`src/hw/rtl/drt_pkg.sv`:
```
// Shared types, constants and helpers for the distance-vector route table.
package drt_pkg;

  localparam int MAX_ROUTERS = 8;
  localparam int IDX_W       = $clog2(MAX_ROUTERS);
  localparam int CNT_W       = IDX_W + 1;
  localparam int COST_BITS   = 16;
  localparam int TIMER_W     = 16;
  localparam int MISS_W      = 2;
  localparam int ADDR_W      = 2 * IDX_W;
  localparam int CFG_IDX_W   = 2;

  localparam logic [COST_BITS-1:0] COST_INF   = '1;
  localparam logic [MISS_W-1:0]    MISS_LIMIT = 2'd3;

  // Request modes.
  typedef enum logic [1:0] {
    MODE_LOAD   = 2'd0,
    MODE_VECTOR = 2'd1,
    MODE_DOWN   = 2'd2,
    MODE_TICK   = 2'd3
  } mode_t;

  // Configuration register indexes.
  localparam logic [CFG_IDX_W-1:0] REG_OWN_INDEX      = 2'd0;
  localparam logic [CFG_IDX_W-1:0] REG_ROUTER_COUNT   = 2'd1;
  localparam logic [CFG_IDX_W-1:0] REG_INTERVAL_TICKS = 2'd2;

  // Controller states.
  typedef enum logic [3:0] {
    S_IDLE,
    S_CHECK,
    S_LD_RD,
    S_LD_WR,
    S_DISPATCH,
    S_V_WR,
    S_RC_RD,
    S_RC_WR,
    S_RX_RD,
    S_RX_EV,
    S_CLR,
    S_TICK,
    S_EMIT
  } state_t;

  // Datapath commands.
  typedef enum logic [3:0] {
    OP_NONE,
    OP_LATCH,
    OP_LD_RD,
    OP_LD_WR,
    OP_LOAD_OWN,
    OP_V_RD,
    OP_V_WR,
    OP_RC_RD,
    OP_RC_WR,
    OP_RX_RD,
    OP_RX_EV,
    OP_CLR_CHG,
    OP_DOWN,
    OP_TICK_STEP,
    OP_EM_NEXT
  } op_t;

  // Datapath status seen by the controller.
  typedef struct packed {
    logic  ignore;
    mode_t mode;
    logic  last;
    logic  chg_new;
    logic  ld_last;
    logic  ci_last;
    logic  rx_last;
    logic  t_last;
    logic  t_emit;
    logic  t_down;
  } status_t;

  // Cost sum that saturates at infinity.
  function automatic logic [COST_BITS-1:0] sat_add(input logic [COST_BITS-1:0] a,
                                                   input logic [COST_BITS-1:0] b);
    logic [COST_BITS:0] s;
    s = {1'b0, a} + {1'b0, b};
    if (a == COST_INF || b == COST_INF || s >= {1'b0, COST_INF}) begin
      sat_add = COST_INF;
    end else begin
      sat_add = s[COST_BITS-1:0];
    end
  endfunction

endpackage

```
`src/hw/rtl/distance_vector_route_table.sv`:
```
// Sequence: after the accept state a request passes a check state and a load of the whole own
// row into the cache; then a load or vector entry is written, a down runs a relaxation pass,
// and a changed final vector entry re-costs the own row, runs a relaxation pass and a clear.
// Requests are taken one at a time; a tick steps through the N routers, adding a relaxation
// pass per expired neighbor and N handshakes per own broadcast.
// Reset: synchronous; cost table reads as unreachable, timers disabled, misses full.
module distance_vector_route_table import drt_pkg::*; (
  input  logic                 clk,
  input  logic                 rst,
  input  logic                 cfg_valid,
  output logic                 cfg_ready,
  input  logic [CFG_IDX_W-1:0] cfg_index,
  input  logic [TIMER_W-1:0]   cfg_data,
  input  logic                 in_valid,
  output logic                 in_ready,
  input  logic [1:0]           mode,
  input  logic [IDX_W-1:0]     router_index,
  input  logic [IDX_W-1:0]     dest_index,
  input  logic [COST_BITS-1:0] entry_cost,
  input  logic [IDX_W-1:0]     entry_next_hop,
  input  logic                 entry_is_neighbor,
  input  logic                 last_entry,
  output logic                 out_valid,
  input  logic                 out_ready,
  output logic [IDX_W-1:0]     row_dest,
  output logic [COST_BITS-1:0] row_cost,
  output logic                 row_last
);

  op_t     op;
  status_t st;

  // Configuration writes are always taken.
  assign cfg_ready = 1'b1;

  drt_ctrl u_ctrl (
    .clk       (clk),
    .rst       (rst),
    .in_valid  (in_valid),
    .in_ready  (in_ready),
    .out_valid (out_valid),
    .out_ready (out_ready),
    .st        (st),
    .op        (op)
  );

  drt_datapath u_datapath (
    .clk               (clk),
    .rst               (rst),
    .cfg_we            (cfg_valid),
    .cfg_index         (cfg_index),
    .cfg_data          (cfg_data),
    .op                (op),
    .mode              (mode),
    .router_index      (router_index),
    .dest_index        (dest_index),
    .entry_cost        (entry_cost),
    .entry_next_hop    (entry_next_hop),
    .entry_is_neighbor (entry_is_neighbor),
    .last_entry        (last_entry),
    .st                (st),
    .row_dest          (row_dest),
    .row_cost          (row_cost),
    .row_last          (row_last)
  );

  // No new request is taken while a broadcast is under way.
  a_no_accept_in_emit: assert property (@(posedge clk) disable iff (rst)
    out_valid |-> !in_ready)
    else $error("request accepted during broadcast");

  // An accepted request is followed by at least one busy cycle.
  a_busy_after_accept: assert property (@(posedge clk) disable iff (rst)
    (in_valid && in_ready) |=> !in_ready)
    else $error("ready right after accept");

  // The broadcast ends on the entry marked last.
  a_row_ends: assert property (@(posedge clk) disable iff (rst)
    (out_valid && out_ready && row_last) |=> !out_valid)
    else $error("broadcast continues past last entry");

endmodule

```
`src/hw/rtl/drt_ctrl.sv`:
```
// Sequencing state machine for the distance-vector route table.
module drt_ctrl import drt_pkg::*; (
  input  logic    clk,
  input  logic    rst,
  input  logic    in_valid,
  output logic    in_ready,
  output logic    out_valid,
  input  logic    out_ready,
  input  status_t st,
  output op_t     op
);

  state_t state, state_next;
  state_t ret, ret_next;

  // State and return-state registers.
  always_ff @(posedge clk) begin
    if (rst) begin
      state <= S_IDLE;
      ret   <= S_IDLE;
    end else begin
      state <= state_next;
      ret   <= ret_next;
    end
  end

  // Next state and datapath commands.
  always_comb begin
    state_next = state;
    ret_next   = ret;
    op         = OP_NONE;
    in_ready   = 1'b0;
    out_valid  = 1'b0;
    unique case (state)
      S_IDLE: begin
        in_ready = 1'b1;
        if (in_valid) begin
          op         = OP_LATCH;
          state_next = S_CHECK;
        end
      end
      S_CHECK: begin
        state_next = st.ignore ? S_IDLE : S_LD_RD;
      end
      S_LD_RD: begin
        op         = OP_LD_RD;
        state_next = S_LD_WR;
      end
      S_LD_WR: begin
        op         = OP_LD_WR;
        state_next = st.ld_last ? S_DISPATCH : S_LD_RD;
      end
      S_DISPATCH: begin
        unique case (st.mode)
          MODE_LOAD: begin
            op         = OP_LOAD_OWN;
            state_next = S_IDLE;
          end
          MODE_VECTOR: begin
            op         = OP_V_RD;
            state_next = S_V_WR;
          end
          MODE_DOWN: begin
            op         = OP_DOWN;
            ret_next   = S_IDLE;
            state_next = S_RX_RD;
          end
          MODE_TICK: begin
            state_next = S_TICK;
          end
          default: state_next = S_IDLE;
        endcase
      end
      S_V_WR: begin
        op         = OP_V_WR;
        state_next = (st.last && st.chg_new) ? S_RC_RD : S_IDLE;
      end
      S_RC_RD: begin
        op         = OP_RC_RD;
        state_next = S_RC_WR;
      end
      S_RC_WR: begin
        op = OP_RC_WR;
        if (st.ci_last) begin
          ret_next   = S_CLR;
          state_next = S_RX_RD;
        end else begin
          state_next = S_RC_RD;
        end
      end
      S_RX_RD: begin
        op         = OP_RX_RD;
        state_next = S_RX_EV;
      end
      S_RX_EV: begin
        op         = OP_RX_EV;
        state_next = st.rx_last ? ret : S_RX_RD;
      end
      S_CLR: begin
        op         = OP_CLR_CHG;
        state_next = S_IDLE;
      end
      S_TICK: begin
        op       = OP_TICK_STEP;
        ret_next = st.t_last ? S_IDLE : S_TICK;
        if (st.t_emit) begin
          state_next = S_EMIT;
        end else if (st.t_down) begin
          state_next = S_RX_RD;
        end else begin
          state_next = st.t_last ? S_IDLE : S_TICK;
        end
      end
      S_EMIT: begin
        out_valid = 1'b1;
        if (out_ready) begin
          op = OP_EM_NEXT;
          if (st.ci_last) begin
            state_next = ret;
          end
        end
      end
      default: state_next = S_IDLE;
    endcase
  end

endmodule

```
`src/hw/rtl/drt_datapath.sv`:
```
// Cost table memory, own-row cache, timers and arithmetic of the route table.
module drt_datapath import drt_pkg::*; (
  input  logic                 clk,
  input  logic                 rst,
  input  logic                 cfg_we,
  input  logic [CFG_IDX_W-1:0] cfg_index,
  input  logic [TIMER_W-1:0]   cfg_data,
  input  op_t                  op,
  input  logic [1:0]           mode,
  input  logic [IDX_W-1:0]     router_index,
  input  logic [IDX_W-1:0]     dest_index,
  input  logic [COST_BITS-1:0] entry_cost,
  input  logic [IDX_W-1:0]     entry_next_hop,
  input  logic                 entry_is_neighbor,
  input  logic                 last_entry,
  output status_t              st,
  output logic [IDX_W-1:0]     row_dest,
  output logic [COST_BITS-1:0] row_cost,
  output logic                 row_last
);

  // Configuration registers.
  logic [IDX_W-1:0]   own_index;
  logic [CNT_W-1:0]   router_count;
  logic [TIMER_W-1:0] interval_ticks;

  // Latched request.
  mode_t              req_mode;
  logic [IDX_W-1:0]   req_r, req_d, req_nh;
  logic [COST_BITS-1:0] req_cost;
  logic               req_nb, req_last;

  // Counters and flags.
  logic [IDX_W-1:0] ci, ti, ri, rj;
  logic             changed;

  // Per-router state.
  logic [COST_BITS-1:0] cache [MAX_ROUTERS];
  logic [IDX_W-1:0]     nh [MAX_ROUTERS];
  logic                 nbr [MAX_ROUTERS];
  logic [TIMER_W-1:0]   cd [MAX_ROUTERS];
  logic [MISS_W-1:0]    miss [MAX_ROUTERS];

  // Cost table memory with valid bits; an unwritten entry reads as infinity.
  logic [COST_BITS-1:0]          mem [MAX_ROUTERS*MAX_ROUTERS];
  logic [MAX_ROUTERS*MAX_ROUTERS-1:0] mem_valid;
  logic [COST_BITS-1:0]          rd_q;
  logic                          rd_vq;
  logic [COST_BITS-1:0]          rd_cost;

  // Stage registers for one relaxation or re-cost step.
  logic [COST_BITS-1:0] aux_q, ownj_q;
  logic [IDX_W-1:0]     nhj_q;

  logic [CNT_W-1:0]     n, n_last;
  logic [TIMER_W-1:0]   reload;
  logic                 ci_last, ri_last, rj_last;
  logic [IDX_W-1:0]     caddr, nhaddr;
  logic [COST_BITS-1:0] crd;
  logic [IDX_W-1:0]     nhrd;
  logic [ADDR_W-1:0]    raddr, waddr;
  logic                 wr_en;
  logic [COST_BITS-1:0] wdata;
  logic [TIMER_W-1:0]   t_cd, t_dec;
  logic                 t_fire, t_own;
  logic [MISS_W-1:0]    t_miss;
  logic [COST_BITS-1:0] rx_sum, rc_val;
  logic                 rx_upd, rc_upd, chg_new, ignore;

  // Active router count and timer reload.
  assign n       = (router_count > CNT_W'(MAX_ROUTERS)) ? CNT_W'(MAX_ROUTERS) : router_count;
  assign n_last  = n - 1'b1;
  assign reload  = (interval_ticks == '0) ? TIMER_W'(1) : interval_ticks;
  assign ci_last = ({1'b0, ci} == n_last);
  assign ri_last = ({1'b0, ri} == n_last);
  assign rj_last = ({1'b0, rj} == n_last);
  assign rd_cost = rd_vq ? rd_q : COST_INF;

  // Request filter for out-of-range indexes and for vectors or downs naming the own router.
  always_comb begin
    ignore = 1'b0;
    if (n == '0 || {1'b0, own_index} >= n) begin
      ignore = 1'b1;
    end else begin
      case (req_mode)
        MODE_LOAD:   ignore = ({1'b0, req_d} >= n);
        MODE_VECTOR: ignore = ({1'b0, req_r} >= n) || ({1'b0, req_d} >= n) ||
                              (req_r == own_index);
        MODE_DOWN:   ignore = ({1'b0, req_r} >= n) || (req_r == own_index);
        default:     ignore = 1'b0;
      endcase
    end
  end

  // Cache and next-hop read selection.
  always_comb begin
    case (op)
      OP_RX_RD: caddr = rj;
      OP_RX_EV: caddr = ri;
      OP_RC_RD: caddr = req_r;
      default:  caddr = ci;
    endcase
    nhaddr = (op == OP_RX_RD) ? rj : ci;
  end
  assign crd  = cache[caddr];
  assign nhrd = nh[nhaddr];

  // Timer step for the router under the tick sweep.
  assign t_cd   = cd[ti];
  assign t_dec  = t_cd - 1'b1;
  assign t_fire = (t_cd != '0) && (t_dec == '0);
  assign t_own  = (ti == own_index);
  assign t_miss = (miss[ti] != '0) ? miss[ti] - 1'b1 : '0;

  // Relaxation and re-cost arithmetic.
  assign rx_sum  = sat_add(ownj_q, rd_cost);
  assign rx_upd  = (crd > rd_cost) && (rx_sum < crd);
  assign rc_upd  = (ci != own_index) && (nhrd == req_r);
  assign rc_val  = sat_add(rd_cost, aux_q);
  assign chg_new = changed || (rd_cost != req_cost);

  // Memory address and write selection.
  always_comb begin
    raddr = {own_index, ci};
    waddr = {own_index, ci};
    wr_en = 1'b0;
    wdata = COST_INF;
    case (op)
      OP_V_RD:  raddr = {req_r, req_d};
      OP_RC_RD: raddr = {req_r, ci};
      OP_RX_RD: raddr = {rj, ri};
      OP_LOAD_OWN: begin
        wr_en = 1'b1;
        waddr = {own_index, req_d};
        wdata = req_cost;
      end
      OP_V_WR: begin
        wr_en = 1'b1;
        waddr = {req_r, req_d};
        wdata = req_cost;
      end
      OP_RC_WR: begin
        wr_en = rc_upd;
        wdata = rc_val;
      end
      OP_RX_EV: begin
        wr_en = rx_upd;
        waddr = {own_index, ri};
        wdata = rx_sum;
      end
      OP_DOWN: begin
        wr_en = 1'b1;
        waddr = {own_index, req_r};
      end
      OP_TICK_STEP: begin
        wr_en = t_fire && !t_own && (t_miss == '0);
        waddr = {own_index, ti};
      end
      default: wr_en = 1'b0;
    endcase
  end

  // Cost table memory.
  always_ff @(posedge clk) begin
    if (wr_en) begin
      mem[waddr] <= wdata;
    end
    rd_q <= mem[raddr];
  end

  // Valid bits of the cost table.
  always_ff @(posedge clk) begin
    if (rst) begin
      mem_valid <= '0;
      rd_vq     <= 1'b0;
    end else begin
      if (wr_en) begin
        mem_valid[waddr] <= 1'b1;
      end
      rd_vq <= mem_valid[raddr];
    end
  end

  // Request payload, own-row cache and step registers.
  always_ff @(posedge clk) begin
    case (op)
      OP_LATCH: begin
        req_mode <= mode_t'(mode);
        req_r    <= router_index;
        req_d    <= dest_index;
        req_cost <= entry_cost;
        req_nh   <= entry_next_hop;
        req_nb   <= entry_is_neighbor;
        req_last <= last_entry;
      end
      OP_LD_WR:    cache[ci] <= rd_cost;
      OP_LOAD_OWN: cache[req_d] <= req_cost;
      OP_RC_RD:    aux_q <= crd;
      OP_RC_WR: begin
        if (rc_upd) begin
          cache[ci] <= rc_val;
        end
      end
      OP_RX_RD: begin
        ownj_q <= crd;
        nhj_q  <= nhrd;
      end
      OP_RX_EV: begin
        if (rx_upd) begin
          cache[ri] <= rx_sum;
        end
      end
      OP_DOWN: cache[req_r] <= COST_INF;
      OP_TICK_STEP: begin
        if (t_fire && !t_own && t_miss == '0) begin
          cache[ti] <= COST_INF;
        end
      end
      default: ;
    endcase
  end

  // Configuration, counters, next hops, neighbor flags and timers.
  always_ff @(posedge clk) begin
    if (rst) begin
      own_index      <= '0;
      router_count   <= CNT_W'(MAX_ROUTERS);
      interval_ticks <= TIMER_W'(30);
      ci      <= '0;
      ti      <= '0;
      ri      <= '0;
      rj      <= '0;
      changed <= 1'b0;
      for (int k = 0; k < MAX_ROUTERS; k++) begin
        nh[k]   <= '0;
        nbr[k]  <= 1'b0;
        cd[k]   <= '0;
        miss[k] <= MISS_LIMIT;
      end
    end else begin
      if (cfg_we) begin
        case (cfg_index)
          REG_OWN_INDEX:      own_index <= cfg_data[IDX_W-1:0];
          REG_ROUTER_COUNT:   router_count <= cfg_data[CNT_W-1:0];
          REG_INTERVAL_TICKS: interval_ticks <= cfg_data;
          default: ;
        endcase
      end
      case (op)
        OP_LATCH: begin
          ci <= '0;
          ti <= '0;
          ri <= '0;
          rj <= '0;
        end
        OP_LD_WR: ci <= ci + 1'b1;
        OP_LOAD_OWN: begin
          nh[req_d]     <= req_nh;
          cd[own_index] <= reload;
          if (req_d == own_index) begin
            nbr[req_d] <= 1'b0;
          end else begin
            nbr[req_d]  <= req_nb;
            cd[req_d]   <= req_nb ? reload : '0;
            miss[req_d] <= MISS_LIMIT;
          end
        end
        OP_V_WR: begin
          changed <= chg_new;
          if (req_last) begin
            cd[req_r]   <= reload;
            miss[req_r] <= MISS_LIMIT;
          end
        end
        OP_RC_WR: ci <= ci_last ? '0 : ci + 1'b1;
        OP_RX_EV: begin
          if (rx_upd) begin
            nh[ri] <= nhj_q;
          end
          if (rj_last) begin
            rj <= '0;
            ri <= ri_last ? '0 : ri + 1'b1;
          end else begin
            rj <= rj + 1'b1;
          end
        end
        OP_CLR_CHG: changed <= 1'b0;
        OP_DOWN: begin
          nbr[req_r]  <= 1'b0;
          cd[req_r]   <= '0;
          miss[req_r] <= MISS_LIMIT;
        end
        OP_TICK_STEP: begin
          ti <= ti + 1'b1;
          if (t_cd != '0) begin
            if (!t_fire) begin
              cd[ti] <= t_dec;
            end else if (t_own) begin
              cd[ti] <= reload;
            end else if (t_miss == '0) begin
              nbr[ti]  <= 1'b0;
              cd[ti]   <= '0;
              miss[ti] <= MISS_LIMIT;
            end else begin
              cd[ti]   <= reload;
              miss[ti] <= t_miss;
            end
          end
        end
        OP_EM_NEXT: ci <= ci_last ? '0 : ci + 1'b1;
        default: ;
      endcase
    end
  end

  // Status to the controller.
  assign st.ignore  = ignore;
  assign st.mode    = req_mode;
  assign st.last    = req_last;
  assign st.chg_new = chg_new;
  assign st.ld_last = (ci == IDX_W'(MAX_ROUTERS - 1));
  assign st.ci_last = ci_last;
  assign st.rx_last = ri_last && rj_last;
  assign st.t_last  = ({1'b0, ti} == n_last);
  assign st.t_emit  = t_fire && t_own;
  assign st.t_down  = t_fire && !t_own && (t_miss == '0);

  // Broadcast row entry.
  assign row_dest = ci;
  assign row_cost = crd;
  assign row_last = ci_last;

endmodule

```
`config.mk`:
```
export PLATFORM = sky130hd
export DESIGN_NAME = distance_vector_route_table
export DESIGN_NICKNAME = d
export VERILOG_FILES = /design/src/hw/rtl/drt_pkg.sv /design/src/hw/rtl/distance_vector_route_table.sv /design/src/hw/rtl/drt_ctrl.sv /design/src/hw/rtl/drt_datapath.sv
export SDC_FILE = /design/constraint.sdc
export NUM_CORES = 2
export LEC_CHECK = 0
export ABC_AREA = 1
export BUFFER_PORTS_ARGS = -buffer_cell sky130_fd_sc_hd__buf_2
export CORE_MARGIN = 2
export CORE_UTILIZATION = 60
export DETAILED_ROUTE_END_ITERATION = 10
export GPL_ROUTABILITY_DRIVEN = 0
export HOLD_SLACK_MARGIN = 0.08
export PLACE_DENSITY = 0.76
export SLEW_MARGIN = 20
export SYNTH_ARGS = -nofsm -noshare
export SYNTH_HDL_FRONTEND = slang
export SYNTH_SLANG_ARGS = --single-unit
export TNS_END_PERCENT = 1
```
`constraint.sdc`:
```
create_clock -name clk -period 8.73 [get_ports clk]
set_clock_uncertainty 0.05 [all_clocks]
set_input_delay 1.746 -clock clk [delete_from_list [all_inputs] [get_ports clk]]
set_output_delay 1.746 -clock clk [all_outputs]
set_load 0.01 [all_outputs]
```
==> results by group <==
Synth
  – Synth area leaders: edfxtp_1 (61%), o21ai_0 (5.6%), nor2_1 (5.4%)
  – Synthesized Nets: 6404
  – Post-Syn Instances: 6260
  – Post-Syn Area per Cell: 10.8 um^2
  – EDFF count, synth: 1384
  – Top_reg_cell synth: edfxtp_1
  – Netlist cell types: 71
  – Seq/Total Area, Yosys: 65.0%
  – Top-area cell type share of the netlist area: 61.3%
  – #FFs+latches synth: 1510
  – YS warnings: 0
  – Ys async rst share: 0%
  – Synthesized cell area: 67800 um^2
  – Area leader, netlist: edfxtp_1

Drt
  – Final ANT Viol Nets: 0
  – Detailed-route via count: 51100
  – First-pass DRT Iterations: 9
  – Final WL: 193000 um
  – Residual DRC: 0
  – Mean routed wirelength per cell: 24.5 um
  – Post-DR vias/cell: 6.47
  – Drt first-iter violations: 7543

Clocking
  – Worst-skew pair later-pin latency: 0.79 ns
  – CTS resizes: 0
  – H-tree depth: 4
  – Post-CTS setup buffers: 0
  – CTS root buf: clkbuf_16
  – CTS Buf Count: 150
  – TritonCTS clock tree: yes
  – Clock-pin slew on the worst setup and hold paths: 0.06 ns
  – CTS Hold Bufs: 0
  – Sink Count: 1510
  – Clk buf depth: 3

Placement
  – Pre-CTS setup slack: 0.836 ns
  – DP Wirelength: 115000 um
  – Placement Cell Area: 70100 um^2
  – Placed Cells: 7619
  – Port Buffer Count: 73

Finish
  – Syn-to-layout area delta: 10.7%
  – Final Non-Filler Cells: 7896
  – Layout cell share with drive strength beyond 1: 9.23%
  – Post-layout nets: 6416
  – Multi-input gate area: 21200 um^2
  – Fillers: 8096
  – Design Area, Final: 75000 um^2
  – Register area: 44100 um^2

Power
  – Peak supply drop: 200 uV
  – Static leakage: 26.6 nW
  – Pwr dens: 201 nW/um^2

Worst setup path
  – Worst setup SP type: flop
  – Slowest-stage cell, CP: nand2_1
  – CP required: 9.15 ns
  – Reg-to-reg endpoint: u_datapath.mem[21][5]$_DFFE_PP_
  – Worst-case reg-to-reg path depth: 32
  – Crit path DAT: 7.94 ns
  – WS Path Type: reg2reg
  – Max FO, Critical Path: 16
  – Slowest stage delay, CP: 0.55 ns
  – Worst r2r src: u_datapath.rd_vq$_SDFF_PP0_
  – CP dominant cell by count: nand2_1
  – R2R Setup Slk: 1.20 ns
  – CP endpoint kind: flop

Timing
  – Hold WS: 0.398 ns
  – Max_slew headroom: 19.8%
  – Slew Viols, Final: 0
  – Unrepaired setup endpoints after global routing: no
  – Highest achievable clock rate: 133 MHz
  – Final setup viols: 0
  – Final min period: 7.53 ns
  – Setup ws final: 1.20 ns
  – Slew at the pin with the worst max-slew slack: 1.19 ns
  – Final hold viol count: 0
  – Final period utilization: 86.2%
  – Setup TNS: 0 ns

Status
  – Status: finished clean

Global routing
  – First-pass GRT wire length: 289000 um
  – Overflow after GRT: 0
  – Largest net degree at the start of global routing: 225
  – Initial antenna violation count: 1
  – Gr usage total: 32.7%
  – Vias in the first global route: 48200

Floorplanning
  – Total I/O pin count: 75
  – Initial Utilization: 60.4%
  – Chip height: 340 um
  – Die Area: 116000 um^2
  – Die width: 340 um
  – Rows: 123
  – Floorplan Core Area: 112000 um^2

Worst hold path
  – HP Start: u_datapath.mem_valid[45]$_SDFFE_PP0P_
  – HP Class: reg2reg
  – Hold EP: u_datapath.mem_valid[45]$_SDFFE_PP0P_
  – Worst Hold Depth: 2

Flow run
  – Max Cap Violations: 0
-- area by class of cell --
cell class	count	share of cell area [%]
flip-flops and latches	1510	58.8
inverters	350	1.79
clock inverters	82	1.15
clock buffers	193	5.39
multi-input cells	4034	28.2
diodes	1	0.00334
repair buffers	226	2.15
well taps	1500	2.50
-- flip-flops by register name (all words and copies together) (netlist names), 4 cells and up, named ones only --
signal,cells
u_datapath.mem,1024
u_datapath.cache,128
u_datapath.cd,128
u_datapath.mem_valid,64
u_datapath.nh,24
u_datapath.aux_q,16
u_datapath.interval_ticks,16
u_datapath.miss,16
u_datapath.ownj_q,16
u_datapath.rd_q,16
u_datapath.req_cost,16
u_ctrl.state,4
u_datapath.router_count,4
-- critical path: cells and delay by family, from the launching register on --
family | cells | cell delay, ns
simple gates | 18 | 3.11
compound gates | 5 | 1.22
flops | 1 | 0.31
fa+ha+maj | 3 | 1.06
xor+xnor | 1 | 0.23
buf+inv | 5 | 1.23
-- power by group --
part           leakage, nW  total (mW)  internal, mW  switching, mW
sequential            14.2        7.92          7.86         0.0512
clock                 2.40        6.46          3.66           2.80
combinational         10.0       0.718         0.188          0.530
total                 26.6        15.1          11.7           3.38
-- synthesized netlist by cell type, types with 20 or more instances --
library cell and number:
o211ai_1 156, nor2_1 969, buf_2 34, nand2_2 30
nand2_1 944, nand3_1 208, edfxtp_1 1384, a21oi_1 159
o21ai_1 51, o22ai_1 157, dfxtp_1 126, o32ai_1 24
ha_1 90, xnor2_1 21, nor3_1 20, inv_1 324
o2111ai_1 20, nand4_1 33, o21bai_1 50, o221ai_1 149
xor2_1 50, o21ai_0 758, clkbuf_1 298
-- metrics by stage --
stage / power [mW] / utilization, %
2_1_floorplan: 8.50 / -
3_3_place_gp: 8.74 / 62.5
3_5_place_dp: 8.76 / 62.5
4_1_cts: 15.1 / 66.8
5_1_grt: 15.5 / 66.8
6_report: 15.1 / 66.9
-- cells by family after synthesis --
family / synth area share (%)
simple gates: 13.8
mux: 0.0849
other cells: 0.00553
fa+ha+maj: 1.72
compound gates: 14.1
buf+inv: 4.26
xor+xnor: 0.942
flops: 65.0
-- worst max-delay path by stage --
stage	from	endpoint	slack, ns	cells after the start
floorplan	out_ready	u_datapath.cache[2][0]$_DFFE_PP_	1.37	26
global placement	out_ready	u_datapath.mem[37][2]$_DFFE_PP_	0.86	29
detailed placement	out_ready	u_datapath.mem[5][7]$_DFFE_PP_	0.84	28
CTS	u_datapath.rd_vq$_SDFF_PP0_	u_datapath.mem[21][3]$_DFFE_PP_	1.50	32
global route	u_datapath.rd_vq$_SDFF_PP0_	u_datapath.mem[21][2]$_DFFE_PP_	0.78	32
finish	u_datapath.rd_vq$_SDFF_PP0_	u_datapath.mem[21][5]$_DFFE_PP_	1.20	32
-- routing by layer --
layer	vias to the layer above	global-route usage, %	part of all wire, %
li1	22500	-	-
met1	24500	44.5	37
met2	3446	50.6	46
met3	672	6.48	11
met4	0	16.7	5.7
met5	-	0	0
-- cells in the final DEF, fill, tap and decap left out, types with 153 or more instances in the layout --
| cell type | n |
|---|---|
| nand3_1 | 207 |
| o22ai_1 | 157 |
| clkbuf_16 | 153 |
| nand2_1 | 944 |
| o21ai_0 | 758 |
| a21oi_1 | 154 |
| edfxtp_1 | 1384 |
| inv_1 | 323 |
| nor2_1 | 958 |
| o211ai_1 | 156 |
Note: power is estimated with default switching activity, not from simulation.
